**src/hdl/atan2_odl_pkg.sv**
```systemverilog
// Package for the 8-bit octant arctangent block.
// Holds the controller state type, register indexes and angle constants.
// No dependencies.
`timescale 1ns / 1ps

package atan2_odl_pkg;

   typedef enum logic [1:0] {
      ST_IDLE,
      ST_DIVIDE,
      ST_FINISH
   } state_type;

   // configuration register indexes
   localparam logic CSR_TABLE_LOW  = 1'b0;
   localparam logic CSR_TABLE_HIGH = 1'b1;

   localparam logic [7:0] ANGLE_DIAGONAL = 8'h20;
   localparam logic [7:0] ANGLE_QUARTER  = 8'h40;
   localparam logic [7:0] ANGLE_HALF     = 8'h80;

   localparam int unsigned DIV_STEPS = 4;

endpackage

```
**src/hdl/atan2_octant_divide_lookup.sv**
```systemverilog
// Top level of the 8-bit octant arctangent block.
// Depends on atan2_odl_pkg.
//
//   channel | ports                        | payload (lowest bit up)
//   --------+------------------------------+---------------------------------
//   input   | req_tvalid/tready/tdata[15:0]| dx[7:0], dy[15:8], signed
//   result  | rsp_tvalid/tready/tdata[7:0] | angle[7:0], 256 units per turn
//   config  | csr_valid/ready/index/data   | 0: table entries 0-7, 1: 8-15
//
// One transaction at a time. A divide takes one quotient bit per cycle in a
// shared compare/subtract stage; the divide steps are followed by a finish
// state that loads the result register (equal magnitudes skip the divide).
// A stalled result holds in the output register; the finish state waits for it
// to drain. Synchronous reset clears the table, quotient history and control.
`timescale 1ns / 1ps

module atan2_octant_divide_lookup
   import atan2_odl_pkg::*;
(
   input  logic        clock,
   input  logic        reset,
   input  logic        req_tvalid,
   output logic        req_tready,
   input  logic [15:0] req_tdata,   // dx[7:0], dy[15:8]
   output logic        rsp_tvalid,
   input  logic        rsp_tready,
   output logic [7:0]  rsp_tdata,   // angle[7:0]
   input  logic        csr_valid,
   output logic        csr_ready,
   input  logic        csr_index,
   input  logic [63:0] csr_data
);

   state_type   state_ff, state_in;
   logic [63:0] table_low_ff, table_high_ff;
   logic [7:0]  quot_ff, quot_in;       // quotient history shift register
   logic [7:0]  rem_ff, rem_in;
   logic [7:0]  den_ff, den_in;
   logic        carry_ff, carry_in;
   logic [1:0]  step_ff, step_in;
   logic        swap_ff, neg_x_ff, neg_y_ff, equal_ff;
   logic [7:0]  angle_ff, angle_in;
   logic        rsp_valid_ff, rsp_valid_in;

   logic        accept, step_en, finish_load, rsp_free;
   logic [7:0]  dx, dy, mag_x, mag_y;
   logic [7:0]  shifted;
   logic [8:0]  diff;
   logic [3:0]  tbl_idx;
   logic [127:0] tbl_all;
   logic [7:0]  entry, oct_angle, angle_x;

   assign dx     = req_tdata[7:0];
   assign dy     = req_tdata[15:8];
   assign mag_x  = dx[7] ? (~dx + 8'd1) : dx;
   assign mag_y  = dy[7] ? (~dy + 8'd1) : dy;
   assign accept = req_tvalid && req_tready;
   assign rsp_free = !rsp_valid_ff || rsp_tready;

   // next state
   always_comb begin
      state_in = state_ff;
      case (state_ff)
         ST_IDLE: begin
            if (req_tvalid) begin
               state_in = (mag_x == mag_y) ? ST_FINISH : ST_DIVIDE;
            end
         end
         ST_DIVIDE: begin
            if (step_ff == 2'(DIV_STEPS - 1)) begin
               state_in = ST_FINISH;
            end
         end
         ST_FINISH: begin
            if (rsp_free) begin
               state_in = ST_IDLE;
            end
         end
         default: state_in = ST_IDLE;
      endcase
   end

   // controller outputs
   always_comb begin
      req_tready  = 1'b0;
      step_en     = 1'b0;
      finish_load = 1'b0;
      case (state_ff)
         ST_IDLE:   req_tready  = 1'b1;
         ST_DIVIDE: step_en     = 1'b1;
         ST_FINISH: finish_load = rsp_free;
         default: begin
         end
      endcase
   end

   // one restoring divide step: history msb shifts into the remainder
   assign shifted = {rem_ff[6:0], quot_ff[7]};
   assign diff    = {1'b0, shifted} - {1'b0, den_ff};

   always_comb begin
      quot_in  = quot_ff;
      rem_in   = rem_ff;
      den_in   = den_ff;
      carry_in = carry_ff;
      step_in  = step_ff;
      if (accept) begin
         rem_in   = (mag_y > mag_x) ? mag_x : mag_y;
         den_in   = (mag_y > mag_x) ? mag_y : mag_x;
         carry_in = (mag_y > mag_x);
         step_in  = 2'd0;
      end else if (step_en) begin
         quot_in  = {quot_ff[6:0], carry_ff};
         carry_in = !diff[8];
         rem_in   = diff[8] ? shifted : diff[7:0];
         step_in  = step_ff + 2'd1;
      end
   end

   // table lookup and sign folding
   assign tbl_all   = {table_high_ff, table_low_ff};
   assign tbl_idx   = {quot_ff[2:0], carry_ff};
   assign entry     = tbl_all[{tbl_idx, 3'b000} +: 8];
   assign oct_angle = equal_ff ? ANGLE_DIAGONAL :
                      (swap_ff ? (ANGLE_QUARTER - entry) : entry);
   assign angle_x   = neg_x_ff ? (ANGLE_HALF - oct_angle) : oct_angle;

   always_comb begin
      angle_in     = angle_ff;
      rsp_valid_in = rsp_valid_ff;
      if (rsp_tready) begin
         rsp_valid_in = 1'b0;
      end
      if (finish_load) begin
         angle_in     = neg_y_ff ? (~angle_x + 8'd1) : angle_x;
         rsp_valid_in = 1'b1;
      end
   end

   always_ff @(posedge clock) begin
      if (reset) begin
         state_ff      <= ST_IDLE;
         table_low_ff  <= '0;
         table_high_ff <= '0;
         quot_ff       <= '0;
         step_ff       <= '0;
         rsp_valid_ff  <= 1'b0;
      end else begin
         state_ff     <= state_in;
         quot_ff      <= quot_in;
         step_ff      <= step_in;
         rsp_valid_ff <= rsp_valid_in;
         if (csr_valid && csr_ready) begin
            case (csr_index)
               CSR_TABLE_LOW:  table_low_ff  <= csr_data;
               CSR_TABLE_HIGH: table_high_ff <= csr_data;
               default: begin
               end
            endcase
         end
      end
   end

   // payload, no reset
   always_ff @(posedge clock) begin
      rem_ff   <= rem_in;
      den_ff   <= den_in;
      carry_ff <= carry_in;
      angle_ff <= angle_in;
      if (accept) begin
         swap_ff  <= (mag_y > mag_x);
         equal_ff <= (mag_y == mag_x);
         neg_x_ff <= dx[7];
         neg_y_ff <= dy[7];
      end
   end

   assign csr_ready  = 1'b1;
   assign rsp_tvalid = rsp_valid_ff;
   assign rsp_tdata  = angle_ff;

endmodule

```
**config.mk**
```make
export PLATFORM = sky130hd
export DESIGN_NAME = atan2_octant_divide_lookup
export DESIGN_NICKNAME = d
export VERILOG_FILES = /design/src/hdl/atan2_odl_pkg.sv /design/src/hdl/atan2_octant_divide_lookup.sv
export SDC_FILE = /design/constraint.sdc
export NUM_CORES = 1
export LEC_CHECK = 0
export BUFFER_PORTS_ARGS = -buffer_cell sky130_fd_sc_hd__clkbuf_2
export CAP_MARGIN = 20
export CORE_AREA = 5 5 174 109
export CTS_CLUSTER_SIZE = 20
export DETAILED_ROUTE_END_ITERATION = 10
export DIE_AREA = 0 0 179 114
export GPL_TIMING_DRIVEN = 0
export PLACE_DENSITY = 0.76
export REMOVE_ABC_BUFFERS = 1
export SLEW_MARGIN = 5
export SYNTH_ARGS = -nofsm -noshare
export SYNTH_HDL_FRONTEND = slang
export SYNTH_SLANG_ARGS = --single-unit
```
**constraint.sdc**
```tcl
create_clock -name clock -period 4.45 [get_ports clock]
set_clock_uncertainty 0.1 [all_clocks]
set_input_delay 0.2225 -clock clock [delete_from_list [all_inputs] [get_ports clock]]
set_output_delay 0.2225 -clock clock [all_outputs]
set_load 0.02 [all_outputs]
```
==> run metrics <==
Chip Width=between 150 and 200 um; cell count after placement=roughly 1200; Die ar.=between 20000 and 25000 um2; Reg clk slew, reported paths=around 0.060 ns; total power=between 0.004 and 0.005 W; row count=38; Async SR Flop Fraction=0%; gr ovfl total=0; top_reg_cell synth=dfxtp_1; Seq cells post-synth=between 150 and 200; Setup crit end kind=register; status=finished, final reports clean; First-pass DRT Iterations=6; Final nets=around 1200; DRC violation total after the first TritonRoute iteration=between 700 and 800; Synth top area share=about a third; Final Max Tran Viols=0; Arr. time, crit path=4.32 ns; antenna-violating nets left=0; register area share after synthesis=43.6%; top-count cell post-synth=nand2_1; cells along the critical path=buf_12, mux4_2, mux2_2, mux2i_2, ha_1, o21a_1, o311ai_1, ha_1, a21oi_1, ha_1, nand3_1, o31ai_1, xnor2_1; Slew headroom=38.0%; Final Util=59.7%; MaxCap Viol Count=0; clk root buf=clkbuf_16; RSZ-0062 raised after global routing=no; first-pass GRT wire length=about 34 mm; WHS=roughly 0.027 ns; Mapped Cells=roughly 970; clock latency on the worst-skew pair=0.42 ns; antenna cells=0; total of warnings raised by yosys=0; Final Wtd Congestion=about 0.85; wire per inst=between 15 and 20 um; setup ws final=0.190 ns; cell mode on critical path=ha_1; pre-CTS setup slack=about 0.16 ns; synth cell count leaders=nand2_1 (293), a21oi_1 (152), dfxtp_1 (141); period utilization=95.7%; layout overhead on the synthesized area=23.9%; VDD IR max=about 0.00027 V; Required @ worst endpoint=around 4.5 ns; port bufs=95; drt total wl=~21 mm; final-report hold violation count=0; largest net degree at the start of global routing=approximately 140; # Post-CTS Setup Buffers=0; Leakage=just over 4 nW; CTS Sinks=169; power per cell area=around 420 nW/um2; final setup fails=0; Post-Syn Area=8400 um2; total core area=17400 um2; Via Count=roughly 7000; slowest stage cell on the critical path=dfxtp_2; Yosys cell types=59; area of the multi-input gates=between 4000 and 5000 um2; Worst Hold Class=in -> reg; DRC viols=0; Die H=~110 um; initial antenna violation count=0; crit-path max cell delay=~0.6 ns; H-tree lvl count=4; Crit Path Class=reg -> reg; Reg area=about 3700 um2; Worst-Margin Slew=slightly above 0.9 ns; CTS buffer count=17; Startpoint Class=register; initial core utilization=slightly below 50%; Max Fclk=between 200 and 250 MHz; final std cells w/o fill=~1300; EDFF count, synth=28; Detailed Place HPWL=13.8 mm; Mean Syn Cell Area=8.69 um2; vias in the first global route=~6800; layout cells sized above 1=between 15 and 20%; Fillers=1483; clk buf depth=2; final period demand of the worst path=around 4.3 ns; IO Pins=97; top cells by area, synth=dfxtp_1 (34%), nand2_1 (13%), edfxtp_1 (10%); crit-path max FO=18; TritonCTS clock tree=done; gr usage total=20.8%; Synth area leader=dfxtp_1; vias per cell=around 5.3
-- final cells by class --
class / instances / area share [%]
Tap cell: 240 / 2.88
Clock buffer: 20 / 4.70
Clock inverter: 12 / 1.39
Multi-Input combinational cell: 705 / 41.9
Inverter: 30 / 1.08
Sequential cell: 169 / 35.2
Timing Repair Buffer: 169 / 12.8
-- registers in the layout, indices dropped and copies added (netlist names), 2 cells and up --
signal	flops
table_low_ff	64
quot_ff	8
rsp_tdata	8
table_high_ff	64
state_ff	2
den_ff	8
rem_ff	7
step_ff	2
-- where the power goes --
group          switching [W]  leakage [nW]  internal (W)
clock network       0.000649         0.311      0.000925
registers          0.0000632          1.42       0.00168
logic               0.000558          2.33      0.000474
total                0.00127          4.06       0.00308
-- cells by family after synthesis --
kind of cell             Yosys count  synth area share, %
AND/OR/NAND/NOR                  368                 18.3
AO/OA/AOI/OAI                    221                 14.9
flip-flops                       169                 43.6
buffers and inverters             93                 4.69
multiplexers                      62                 11.7
XOR/XNOR                          30                 3.13
adder cells (fa/ha/maj)           23                 3.51
other                              1               0.0446
-- layout by cell type (no fill, tap or decap), types with 7 or more instances in the layout --
| cell | n |
|---|---|
| nand2_1 | 292 |
| a21oi_1 | 152 |
| dfxtp_1 | 140 |
| clkbuf_2 | 94 |
| dlygate4sd3_1 | 64 |
| inv_1 | 29 |
| mux4_2 | 28 |
| edfxtp_1 | 28 |
| mux2i_1 | 26 |
| ha_1 | 22 |
| xnor2_1 | 21 |
| o21ai_0 | 19 |
| clkbuf_16 | 19 |
| nor2b_1 | 16 |
| nor2_1 | 16 |
| nand2b_1 | 10 |
| xor2_1 | 9 |
| o21a_1 | 8 |
| o211ai_1 | 7 |
-- final timing paths --
check,start,end,slack [ns],cells past startpoint
worst max register to register,quot_ff[1],rsp_tdata[6],0.19,13
worst min register to register,table_high_ff[17],table_high_ff[17],0.35,2
worst min-delay path,req_tdata[7],neg_x_ff,0.03,1
worst max-delay path,quot_ff[1],rsp_tdata[6],0.19,13
-- critical path: cells and delay by family (launching register included) --
family | cells | cell delay (ns)
AO/OA/AOI/OAI | 4 | 0.90
XOR/XNOR | 1 | 0.12
adder cells (fa/ha/maj) | 3 | 0.85
buffers and inverters | 1 | 0.25
flip-flops | 1 | 0.60
multiplexers | 3 | 1.09
AND/OR/NAND/NOR | 1 | 0.09
-- per-layer routing --
| layer | GRT usage, % | wire [um] | vias to the layer above |
|---|---|---|---|
| met5 | 0 | 0 | - |
| met4 | 4.19 | 185 | 0 |
| met3 | 3.74 | 1280 | 22 |
| met2 | 32.1 | 9270 | 217 |
| met1 | 30.9 | 10100 | 3346 |
| li1 | - | - | 3552 |
-- metrics by stage --
step / instance area [um2] / setup TNS (ns)
after floorplan: 8120 / 0
after global placement: 8900 / -2.66
after detailed placement: 9090 / 0
after CTS: 10400 / 0
after global routing: 10400 / 0
final: 10400 / 0
-- repair_timing --
action                                  CTS  global route
endpoints found under the setup margin    0             0
hold buffers                             64             0
gates resized for setup                   0             0
endpoints found under the hold margin   128             0
Power figures use the tool's default switching activity.
